## config.mk

```make
export PLATFORM = sky130hd
export DESIGN_NAME = tsoe_ram
export DESIGN_NICKNAME = d
export VERILOG_FILES = /design/src/rtl/tsoe_ram.sv
export SDC_FILE = /design/constraint.sdc
export NUM_CORES = 1
export LEC_CHECK = 0
export BUFFER_PORTS_ARGS = -buffer_cell sky130_fd_sc_hd__buf_2
export CORE_UTILIZATION = 30
export CTS_BUF_LIST = sky130_fd_sc_hd__clkbuf_2
export DETAILED_ROUTE_END_ITERATION = 10
export PLACE_DENSITY = 0.5
export SYNTH_ARGS = -nofsm -noshare
export SYNTH_HDL_FRONTEND = slang
export SYNTH_SLANG_ARGS = --single-unit
```

## constraint.sdc

```tcl
create_clock -name clk -period 1.5 [get_ports clk]
set_input_delay 0.15 -clock clk [delete_from_list [all_inputs] [get_ports clk]]
set_output_delay 0.15 -clock clk [all_outputs]
set_load 0.02 [all_outputs]
```

## src/rtl/tsoe_ram.sv

```systemverilog
// ----------------------------------------------------------------------------
// tsoe_ram
// Generic single-port-write, single-port-read RAM with registered read.
// ----------------------------------------------------------------------------
module tsoe_ram #(
    parameter int WIDTH = 8,
    parameter int DEPTH = 16
) (
    input  logic                     clk,
    input  logic                     we,
    input  logic [$clog2(DEPTH)-1:0] waddr,
    input  logic [WIDTH-1:0]         wdata,
    input  logic [$clog2(DEPTH)-1:0] raddr,
    output logic [WIDTH-1:0]         rdata
);

    logic [WIDTH-1:0] mem [DEPTH];

    always_ff @(posedge clk)
    begin
        if (we)
        begin
            mem[waddr] <= wdata;
        end
        rdata <= mem[raddr];
    end

endmodule

```

==> results.sh <==
export IMPL_outcome="completed"
export IMPL_min_to="rdata[4]"
export IMPL_worst_slack_ns=0.120
export IMPL_netlist_area_um2=5150
export IMPL_reg2reg_to="rdata[1]"
export IMPL_clkTransAtPathRegs_ns=0.16
export IMPL_grt_ovfl_total=0
export IMPL_finClkSkew_ns=0.0193
export IMPL_reg2reg_depth=3
export IMPL_drt_iter0_drc=162
export IMPL_cts_root_buf="clkbuf_2"
export IMPL_hold_start="raddr[1]"
export IMPL_grt_max_degree=20
export IMPL_rows=47
export IMPL_clock_latency_ns=0.66
export IMPL_synthFlopType="edfxtp_1"
export IMPL_drive_gt1_frac=0.307
export IMPL_num_fill_cells=1550
export IMPL_synth_distinct_cells=19
export IMPL_synthAdderAreaFrac=0
export IMPL_reg2reg_setup_slack_ns=0.12
export IMPL_ys_ff_latch=136
export IMPL_finish_instance_area_um2=6040
export IMPL_post_dp_cell_area_um2=5730
export IMPL_crit_fanout=8
export IMPL_drv_cap=0
export IMPL_cts_tree="built"
export IMPL_numCtsBuffers=17
export IMPL_path_class="in -> reg"
export IMPL_drv_slew=0
export IMPL_io_pins=26
export IMPL_rsz0062_at_grt="no"
export IMPL_cts_buffer_depth=2
export IMPL_nets=318
export IMPL_setup_viol=0
export IMPL_coreArea_um2=16600
export IMPL_fp_dieH_um=133
export IMPL_dp_hpwl_mm=6.75
export IMPL_gp_congestion=0.657
export IMPL_synth_edf_count=128
export IMPL_p_leak_nw=2.03
export IMPL_yosys_top_cells_area="edfxtp_1, mux4_2, mux4_1"
export IMPL_yosysMostFrequentCell="edfxtp_1"
export IMPL_timing_final_crit_share=0.920
export IMPL_cp_required_ns=1.89
export IMPL_post_drt_wl_per_cell_um=19.8
export IMPL_numClockSinks=136
export IMPL_diodes=0
export IMPL_final_util=0.363
export IMPL_yosysSeqAreaShare=0.778
export IMPL_r2r_start="mem[8][1]"
export IMPL_synth_nets=247
export IMPL_netlist_instances=229
export IMPL_drtPass1Iterations=4
export IMPL_ir_drop_v=0.000429
export IMPL_synth_top_area_share=0.747
export IMPL_yosys_area_share_simple=0.0318
export IMPL_drc=0
export IMPL_relSlewSlack=0.456
export IMPL_cp_start_kind="input pin"
export IMPL_syn2layout_area_growth_pct=17.4
export IMPL_fmax_ghz=0.725
export IMPL_hold_class="in -> reg"
export IMPL_drt_vias_per_instance=4.62
export IMPL_total_power_mw=6.53
export IMPL_num_vias=2463
export IMPL_synthArstFlopShare=0
export IMPL_die_area_um2=17700
export IMPL_final_min_clock_period_ns=1.38
export IMPL_synthTopCellsByCount="edfxtp_1, mux4_2, a22oi_1, mux4_1, nor2_1"
export IMPL_synth_xor_area_share=0
export IMPL_worst_pin_slew_ns=0.814
export IMPL_hold_path_depth=5
export IMPL_cts_max_level=4
export IMPL_drt_total_wl_mm=10.5
export IMPL_critPathCaptureType="flip-flop"
export IMPL_power_per_cell_area_nw_per_um2=1080
export IMPL_synth_compound_area_frac=0.0233
export IMPL_portBuffers=25
export IMPL_grt_pass1_vias=2685
export IMPL_grt_pass1_wl_mm=16.1
export IMPL_synth_top_family_by_area="multiplexers"
export IMPL_gr_usage_all_layers=0.131
export IMPL_worstPathArrival_ns=1.77
export IMPL_cts_setup_buffers=0
export IMPL_finalHoldViolations=0
export IMPL_final_antenna_net_count=0
export IMPL_initial_core_util=0.309
export IMPL_synth_mux_area_frac=0.150
export IMPL_syn_avg_cell_area_um2=22.5
export IMPL_synth_largest_area_cell="edfxtp_1"
export IMPL_yosysWarnings=0
export IMPL_die_w_um=133
export IMPL_antenna_found_initial=0
export IMPL_place_ws_ns=-0.130
==> state kept, by name, indices dropped and copies added (netlist names) <==
name / flops
mem: 128
rdata: 8
==> worst max path at each step <==
stage	startpoint	endpoint	slack [ns]
4_1_cts	rdata[6]	rdata[6]	0.009
3_5_place_dp	raddr[0]	rdata[2]	-0.13
3_3_place_gp	raddr[0]	rdata[2]	-0.13
6_report	waddr[1]	mem[0][1]	0.12
5_1_grt	rdata[7]	rdata[7]	0.009
2_1_floorplan	waddr[2]	mem[3][0]	0.08
==> worst max-delay path: stages <==
cell and delay [ns]:
dlygate4sd3_1 0.53, buf_2 0.16, nor3_2 0.16, dlygate4sd3_1 0.61, buf_12 0.15
==> layout make-up <==
class | count | area, um^2 | share of cell area
repair buffers | 62 | 523 | 0.0865
well taps | 220 | 275 | 0.0455
multi-input cells | 83 | 1060 | 0.176
clock buffers | 23 | 115 | 0.0190
flip-flops and latches | 136 | 4010 | 0.663
clock inverters | 9 | 62.6 | 0.0104
==> report_power, final <==
| part | internal (mW) | total (mW) | switching, mW | leakage, nW |
|---|---|---|---|---|
| combinational | 0.215 | 0.474 | 0.259 | 0.684 |
| sequential | 4.24 | 4.27 | 0.0250 | 1.22 |
| clock | 0.600 | 1.79 | 1.19 | 0.127 |
| total | 5.06 | 6.53 | 1.47 | 2.03 |
==> layout by cell type, fill, tap and decap left out, drive strengths merged, types with 4 or more instances in the layout <==
cell,n
dlygate4sd3,13
dfxtp,8
edfxtp,128
nor3,4
nand2,9
nor2,13
clkbuf,23
buf,49
clkinv,8
a22oi,16
mux4,32
==> routing by layer <==
layer / vias up / global-route usage / share of wire
met5: - / 0 / 0
met4: 0 / 0.0594 / 0.0098
met3: 10 / 0.0341 / 0.039
met2: 60 / 0.199 / 0.48
met1: 1274 / 0.176 / 0.47
li1: 1119 / - / -
==> through the flow <==
stage / TNS (ns) / hold WS [ns] / instances
6_report: 0 / 0.125 / 533
5_1_grt: 0 / 0.0579 / 533
4_1_cts: 0 / 0.0298 / 533
3_5_place_dp: -0.487 / 0.561 / 488
3_3_place_gp: -0.478 / 0.537 / 488
2_1_floorplan: 0 / 0.249 / 229
==> logic make-up after synthesis <==
kind of cell	count (synthesis)
AO/OA/AOI/OAI	16
buffers and inverters	10
flip-flops	136
multiplexers	32
AND/OR/NAND/NOR	35
==> what timing repair did <==
item                                    4_1_cts  5_1_grt
hold buffers                                 13        0
resized for setup                             0        1
endpoints found under the setup margin        0        1
endpoints found under the hold margin       162        0
Power figures use the tool's default switching activity.
