`config.mk`:
```
export PLATFORM = sky130hd
export DESIGN_NAME = tsoe_cfg
export DESIGN_NICKNAME = d
export VERILOG_FILES = /design/src/rtl/tsoe_pkg.sv /design/src/rtl/tsoe_cfg.sv
export SDC_FILE = /design/constraint.sdc
export NUM_CORES = 1
export LEC_CHECK = 0
export BUFFER_PORTS_ARGS = -buffer_cell sky130_fd_sc_hd__buf_2
export CAP_MARGIN = 5
export CORE_MARGIN = 1.5
export CORE_UTILIZATION = 47
export CTS_BUF_LIST = sky130_fd_sc_hd__clkbuf_8
export DETAILED_ROUTE_END_ITERATION = 10
export GPL_TIMING_DRIVEN = 0
export HOLD_SLACK_MARGIN = 0.05
export PLACE_DENSITY = 0.82
export SLEW_MARGIN = 30
export SYNTH_ARGS = -nofsm -noshare
export SYNTH_HDL_FRONTEND = slang
export SYNTH_SLANG_ARGS = --single-unit
```
`constraint.sdc`:
```
create_clock -name clk -period 1.55 [get_ports clk]
set_input_delay 0.155 -clock clk [delete_from_list [all_inputs] [get_ports clk]]
set_output_delay 0.155 -clock clk [all_outputs]
set_load 0.05 [all_outputs]
```
`src/rtl/tsoe_pkg.sv`:
```
// ----------------------------------------------------------------------------
// tsoe_pkg
// Shared constants and types for the tick signal order engine.
// ----------------------------------------------------------------------------
package tsoe_pkg;

    localparam int INSTRUMENTS_DEF = 16;
    localparam int WINDOW_DEF      = 10;
    localparam int PRICE_BITS_DEF  = 24;

    localparam int INST_W = 4;
    localparam int SIG_W  = 2;
    localparam int ADDR_W = 3;

    localparam logic [ADDR_W-1:0] REG_LOW   = 3'd0;
    localparam logic [ADDR_W-1:0] REG_HIGH  = 3'd1;
    localparam logic [ADDR_W-1:0] REG_BELOW = 3'd2;
    localparam logic [ADDR_W-1:0] REG_ABOVE = 3'd3;
    localparam logic [ADDR_W-1:0] REG_MINS  = 3'd4;
    localparam logic [ADDR_W-1:0] REG_SEED  = 3'd5;

    localparam logic [SIG_W-1:0] SIG_THRESH = 2'd0;
    localparam logic [SIG_W-1:0] SIG_DEV    = 2'd1;
    localparam logic [SIG_W-1:0] SIG_MOM    = 2'd2;

    typedef enum logic [1:0] {
        ST_IDLE,
        ST_READ,
        ST_EVAL
    } state_t;

    typedef struct packed {
        logic [23:0] low_threshold;
        logic [23:0] high_threshold;
        logic [6:0]  below_avg_pct;
        logic [7:0]  above_avg_pct;
        logic [3:0]  avg_min_samples;
    } cfg_t;

    function automatic logic [15:0] lfsr_step(input logic [15:0] s);
        logic b;
        b = s[0] ^ s[2] ^ s[3] ^ s[5];
        return {b, s[15:1]};
    endfunction

endpackage

```
`src/rtl/tsoe_cfg.sv`:
```
// ----------------------------------------------------------------------------
// tsoe_cfg
// APB register file for thresholds, percentages and LFSR seed.
// ----------------------------------------------------------------------------
module tsoe_cfg (
    input  logic                  clk,
    input  logic                  rst_n,
    input  logic                  psel,
    input  logic                  penable,
    input  logic                  pwrite,
    input  logic [tsoe_pkg::ADDR_W+1:0] paddr,
    input  logic [31:0]           pwdata,
    output logic [31:0]           prdata,
    output tsoe_pkg::cfg_t        cfg,
    output logic                  seed_load,
    output logic [15:0]           seed_value
);
    import tsoe_pkg::*;

    cfg_t        cfg_reg;
    logic [15:0] seed_reg;
    logic        wr;
    logic [ADDR_W-1:0] idx;

    assign idx = paddr[ADDR_W+1:2];
    assign wr  = psel && penable && pwrite;
    assign seed_load  = wr && (idx == REG_SEED);
    assign seed_value = (pwdata[15:0] == 16'd0) ? 16'd1 : pwdata[15:0];
    assign cfg = cfg_reg;

    always_ff @(posedge clk or negedge rst_n)
    begin
        if (!rst_n)
        begin
            cfg_reg.low_threshold   <= 24'd10500;
            cfg_reg.high_threshold  <= 24'd19500;
            cfg_reg.below_avg_pct   <= 7'd98;
            cfg_reg.above_avg_pct   <= 8'd102;
            cfg_reg.avg_min_samples <= 4'd5;
            seed_reg                <= 16'd44257;
        end
        else if (wr)
        begin
            unique case (idx)
                REG_LOW:   cfg_reg.low_threshold   <= pwdata[23:0];
                REG_HIGH:  cfg_reg.high_threshold  <= pwdata[23:0];
                REG_BELOW: cfg_reg.below_avg_pct   <= pwdata[6:0];
                REG_ABOVE: cfg_reg.above_avg_pct   <= pwdata[7:0];
                REG_MINS:  cfg_reg.avg_min_samples <= pwdata[3:0];
                REG_SEED:  seed_reg                <= pwdata[15:0];
                default: ;
            endcase
        end
    end

    always_comb
    begin
        unique case (idx)
            REG_LOW:   prdata = {8'd0, cfg_reg.low_threshold};
            REG_HIGH:  prdata = {8'd0, cfg_reg.high_threshold};
            REG_BELOW: prdata = {25'd0, cfg_reg.below_avg_pct};
            REG_ABOVE: prdata = {24'd0, cfg_reg.above_avg_pct};
            REG_MINS:  prdata = {28'd0, cfg_reg.avg_min_samples};
            REG_SEED:  prdata = {16'd0, seed_reg};
            default:   prdata = 32'd0;
        endcase
    end

endmodule

```
==> impl_results.md, run 1 <==
- Starting DRT DRC Count: 122
- First-pass GRT wire length: between 15000 and 20000 um
- Met2 Resource Use GR: 0.401
- Busiest layer in global routing: met2
- Simple logic cell fraction of the synthesized area: 0.0679
- Largest net degree at the start of global routing: 62
- Synth Register Bits: 83
- EDFF count, synth: 0
- Status: finished with violations
- Fin crit share: 1.08
- Synthesized cell area: 4150 um^2
- Max reg flops: 67
- CP arrival: ~1500 ps
- Vias/cell: 5.32
- Grt met1 use: 0.317
- Least-Margin Pin Slew: around 740 ps
- CP top delay family: flip-flops
- Io pins: about 160
- Fin cells: 615
- Fmax: 0.597 GHz
- Placer congestion estimate: 0.772
- Final core utilization: 0.674
- Die X: 96.9 um
- Switching power of the nets: 3.37 mW
- Clock Latency Late Sink: 350 ps
- Top_reg_cell synth: dfrtp_1
- Cell taking the most area after synthesis: dfrtp_1
- Area growth, synth to finish: 40.3%
- Placed Area: slightly above 5000 um^2
- Global Route Usage Sum: 0.240
- DR DRC count: 0
- Worst-path clk slew: 80 ps
- Combinational share of power: 0.424
- Final hold violation count: 0
- Initial antenna violation count: 0
- Synth warnings: 0
- Violated checks: negative setup slack
- Xor/xnor cell area share of the yosys netlist: 0
- Crit-path slowest cell: dfstp_2
- Asr flop ratio synth: 1.00
- Power share of the sequential group: 0.370
- Crit end category: output pin
- Antenna viol nets, final: 0
- P per Cell Area: 1390 nW/um^2
- Critical path class: flip-flop to output pin
- CTS Buf Count: 9
- Post-synthesis sequential area ratio: 0.509
- Fraction of layout cells with a size suffix above 1: 0.704
- Detailed placement HPWL: 7580 um
- P_int: ~4.7 mW
- # clock sinks: 83
- Req. time, crit path: 1390 ps
- Count leader, synth: mux2_2
- DIE AREA: about 9400 um^2
- Post-synth top area share: 0.338
- Drt pass-1 iters: 4
- Critical path's largest stage delay: 550 ps
- Net Sw Frac: 0.418
- Routed WL: 11300 um
- Peak supply drop: ~850 uV
- Syn Area/Cell: 13.0 um^2
- Vias in the first global route: 3340
- Fin crit period: 1670 ps
- Setup ws final: -124 ps
- Site Rows: 34
- Placed Instances: 574
- Gate Count Post-Synth: 320
- I/O Buffers: 138
- N_diodes: 0
- Clock Path Buffers: 2
- Final setup vio count: 10
- Skew final: 0 ps
- Initial Utilization: 0.480
- Hold Path Class: input port to flip-flop
- Crit path max fanout: 3
- CTS root buffer: clkbuf_8
- CP Buf/Inv Count: 1
- Core area: ~8600 um^2
- Post-Synth Adder-Cell Area: 0
- Post-synth cell types: 35
- RSZ-0062 raised after global routing: yes
- DR WL/cell: around 18 um
- Max-slew headroom: 0.505
- Leak: 2.92 nW
- Top cells by area, synth: dfrtp_1 (34%), mux2_2 (19%), dfstp_2 (17%)
- Setup crit start kind: flip-flop
- Nets@finish: 544
- Die Ht: 96.9 um
- Multiplexer area fraction after synthesis: 0.320
- H-Tree Depth: 3
- Max-slew violations: 0
- Clock share of power: 0.207
- Vias: 3269
- M3 GR Usage: 0.0441
- Max cap viols: 0
- Compound-gate portion of the synthesized area: 0.0483
- CTS tree: built
- Synth top cells by count: mux2_2 (69), dfrtp_1 (56), dfstp_2 (27)
- Cell area after layout: just under 6000 um^2
- Grt ovf: 0
- Largest family of logic cells by synthesized area: multiplexers
- Worst-path cell chain: mux2i_1 > a211o_1 > o21ai_2 > buf_6
## stage by stage
stage          hold WS, ps  power [mW]  setup WS, ps  setup TNS [ps]
2_1_floorplan         -141        5.41         -8.21           -8.21
3_3_place_gp           398        6.08          -424          -26950
3_5_place_dp          24.1        6.16          -422          -11720
4_1_cts               50.0        8.00          -106            -750
5_1_grt               74.3        8.37          -161           -1220
6_report              62.6        8.07          -124            -730
## power groups by stage
stage	Sequential (mW)	Combinational [mW]	Clock (mW)
2_1_floorplan	4.21	1.20	0
6_report	2.98	3.42	1.67
3_5_place_dp	3.03	3.13	0
5_1_grt	3.04	3.57	1.77
3_3_place_gp	3.00	3.08	0
4_1_cts	2.98	3.36	1.66
## cell type report
type,count,area [um^2]
buffer,40,264
clock buffer,12,165
clock inverter,4,48.8
fill,664,2820
multi-input combinational,202,2050
sequential,83,2110
tap,108,135
timing repair buffer,166,1040
## placed cells by master (no fill, tap or decap), types with 5 or more instances in the layout
cell type      instances
conb_1                 8
mux2_4                22
clkbuf_8              13
or2_4                  8
buf_2                127
clkbuf_1              15
mux2i_1               25
dfrtp_1               56
o21ai_2                5
nand2_1                9
dlygate4sd3_1          7
buf_4                 30
nor2_2                10
dfstp_2               27
buf_6                 22
a21oi_4                8
mux2_2                67
## cell families after synthesis
logic type / count (synthesis)
buf+inv: 42
compound gates: 31
other cells: 1
flops: 83
mux: 114
simple gates: 49
## worst register-to-register path: stages (launching register included)
cell	delay, ps
dfrtp_1	400
buf_4	140
buf_4	120
mux2_2	260
## routing by layer
metal  part of all wire  wire (um)  vias to the layer above
li1                   -          -                     1477
met1               0.43       4870                     1650
met2               0.49       5490                      128
met3              0.062        695                       14
met4              0.017        189                        0
met5                  0          0                        -
## timing repair
action,4_1_cts,5_1_grt
pin swaps,13,6
hold buffers,7,0
endpoints found under the setup margin,25,23
resized for setup,49,14
buffers inserted,13,7
endpoints found under the hold margin,67,0
## worst paths after layout
path	slack, ps	start	cells after the start	to
max in group asynchronous	720	rst_n	3	seed_reg[0]
worst min register to register	520	seed_reg[4]	1	seed_reg[4]
worst min-delay path	60	pwdata[17]	2	cfg[60]
min in group asynchronous	210	rst_n	2	cfg[34]
worst max-delay path	-120	cfg[5]	4	prdata[1]
worst max register to register	520	cfg[28]	3	cfg[28]
Power figures use the tool's default switching activity.
==> run 2, diff against run 1 <==
--- a/config.mk
+++ b/config.mk
@@ -7,6 +7,7 @@
 export LEC_CHECK = 0
 export BUFFER_PORTS_ARGS = -buffer_cell sky130_fd_sc_hd__buf_2
 export CAP_MARGIN = 5
+export CORE_ASPECT_RATIO = 0.75
 export CORE_MARGIN = 1.5
 export CORE_UTILIZATION = 47
 export CTS_BUF_LIST = sky130_fd_sc_hd__clkbuf_8
==> run 2 against run 1 <==
  * The flow still finishes with violations (negative setup slack)
  * Via count shrank 1.0%
  * Final area down 1.5%
  * Routed wire length rose by 1.4%
  * Setup slack worse by 24 ps
  * Global-route usage up 1.2 points
  * Critical endpoint is now prdata[2]
  * Largest cell class unchanged
  * Highest routed layer unchanged
==> impl_results.md, run 2 (same netlist as run 1, synthesis figures left out) <==
- CTS Buf Count: 9 (unchanged)
- CTS tree: built
- Fin crit share: 1.10 (+0.0157)
- Routed WL: 11400 um (+1.4%)
- Leak: 2.89 nW (-1.0%)
- Worst-path clk slew: 80 ps (about the same)
- Hold slack: 65.6 ps (+2.95 ps)
- RSZ-0062 raised after global routing: yes
- Placer congestion estimate: 0.795 (+2.9%)
- Violated checks: negative setup slack
- Tot Pwr: 7.75 mW (-3.9%)
- Starting DRT DRC Count: 109 (-11%)
- Clock Path Buffers: 2 (unchanged)
- Status: finished with violations
- Placed Instances: 574 (unchanged)
- Hold Path Class: input port to flip-flop
- Clock Latency Late Sink: 360 ps (about the same)
- Setup ws final: -148 ps (-24.3 ps)
- Die Ht: 84.4 um (-13%)
- Die X: 111 um (+15%)
- DR WL/cell: 18.5 um (+1.4%)
- Crit path max fanout: 3 (unchanged)
- N_diodes: 0 (unchanged)
- DIE AREA: 9400 um^2 (about the same)
- Fin cells: 615 (unchanged)
- CP arrival: 1540 ps (+20 ps)
- Vias/cell: 5.26 (-1.0%)
- Worst-path cell chain: mux2_2 > a22oi_1 > o21ai_2 > buf_2
- Commonest non-fill, non-tap cell in the layout: buf_2
- Antenna viol nets, final: 0 (unchanged)
- Core area: 8530 um^2 (-1.3%)
- Setup crit start kind: flip-flop
- Multi-input gate area: 2020 um^2 (-1.6%)
- Initial antenna violation count: 0 (unchanged)
- Vias: 3236 (-1.0%)
- Site Rows: 29 (-15%)
- Least-Margin Pin Slew: 748 ps (+8.74 ps)
- H-Tree Depth: 3 (unchanged)
- DR DRC count: 0 (unchanged)
- Skew final: 0 ps (unchanged)
- Initial Utilization: 0.486 (+0.00613)
- Fin crit period: 1700 ps (+24.3 ps)
- Final core utilization: 0.672 (-0.00196)
- P per Cell Area: 1350 nW/um^2 (-2.3%)
- Critical path's largest stage delay: 540 ps (about the same)
- Max-slew violations: 0 (unchanged)
- Crit-path slowest cell: dfstp_2
- Req. time, crit path: 1390 ps (about the same)
- Final setup vio count: 11 (+1)
- Placed Area: 5180 um^2 (unchanged)
- I/O Buffers: 138 (unchanged)
- Global Route Usage Sum: 0.252 (+0.0124)
- Largest net degree at the start of global routing: 70 (+13%)
- Max-slew headroom: 0.499 (-0.00586)
- Crit end category: output pin
- First-pass GRT wire length: 18000 um (+1.6%)
- CTS root buffer: clkbuf_8
- Most frequent cells in the layout: buf_2 (127), mux2_2 (68), dfrtp_1 (56)
- Vias in the first global route: 3256 (-2.5%)
- Io pins: 158 (unchanged)
- Grt ovf: 0 (unchanged)
- Critical path class: flip-flop to output pin
- Max reg flops: 67 (unchanged)
- Peak supply drop: 964 uV (+14%)
- Nets@finish: 544 (unchanged)
- Fraction of layout cells with a size suffix above 1: 0.694 (-0.00986)
- Drt pass-1 iters: 4 (unchanged)
- Fmax: 0.589 GHz (-1.4%)
- Filler cells: 622 (-6.3%)
- Sequential cell area: 2110 um^2 (unchanged)
- # clock sinks: 83 (unchanged)
- Max cap viols: 0 (unchanged)
- Area growth, synth to finish: 38.1%
- Cell area after layout: 5730 um^2 (-1.5%)
- Final hold violation count: 0 (unchanged)
- Detailed placement HPWL: 7930 um (+4.6%)
==> run 2: cell types whose count changed in the layout (fill, tap and decap cells not counted), sizes merged <==
cell	previous run	this run
clkinv	0	3
clkinvlp	2	0
clkbuf	30	27
bufinv	1	0
inv	1	3
dlygate4sd3	7	8
==> run 2: cell type report <==
type | instances | area share
Buffer | 40 | 0.0437
Clock buffer | 10 | 0.0240
Clock inverter | 6 | 0.00459
Multi-Input combinational cell | 202 | 0.353
Sequential cell | 83 | 0.369
Tap cell | 108 | 0.0236
Timing Repair Buffer | 166 | 0.183
==> run 2: worst max-delay path: cells and delay by family (launching register included) <==
family / cells / cell delay [ps]
flip-flops: 1 / 540
buffers and inverters: 1 / 280
AO/OA/AOI/OAI: 2 / 210
multiplexers: 1 / 150
==> run 2: what timing repair did <==
item / in CTS / in global routing
resized for setup: 40 / 19
setup buffers: 15 / 4
endpoints found under the setup margin: 25 / 24
hold buffers: 8 / 0
hold endpoints to repair: 76 / 0
pin swaps: 15 / 6
==> run 2: per-stage QoR <==
| stage | setup WS, ps | TNS, ps |
|---|---|---|
| 2_1_floorplan | -8.21 | -8.21 |
| 3_3_place_gp | -398 | -25370 |
| 3_5_place_dp | -442 | -11860 |
| 4_1_cts | -169 | -1850 |
| 5_1_grt | -204 | -1690 |
| 6_report | -148 | -944 |
==> run 2: routing by layer <==
| layer | wire [um] | part of all wire | global-route usage |
|---|---|---|---|
| met1 | 5110 | 0.45 | 0.341 |
| met2 | 5390 | 0.47 | 0.400 |
| met3 | 683 | 0.060 | 0.0657 |
| met4 | 211 | 0.019 | 0.0840 |
| met5 | 0 | 0 | 0 |
==> run 2: where the power goes <==
group          internal (mW)  switching (mW)
sequential              2.69           0.305
combinational           1.13            2.29
clock                  0.600           0.741
total                   4.42            3.33
==> run 2: final timing paths <==
path,startpoint,endpoint,slack [ps],depth (start not counted)
worst min register to register,seed_reg[12],seed_reg[12],510,1
worst min-delay path,pwdata[23],cfg[66],70,2
worst max register to register,cfg[58],cfg[58],560,3
min in group asynchronous,rst_n,cfg[7],190,2
max in group asynchronous,rst_n,seed_reg[0],760,3
worst max-delay path,cfg[6],prdata[2],-150,4
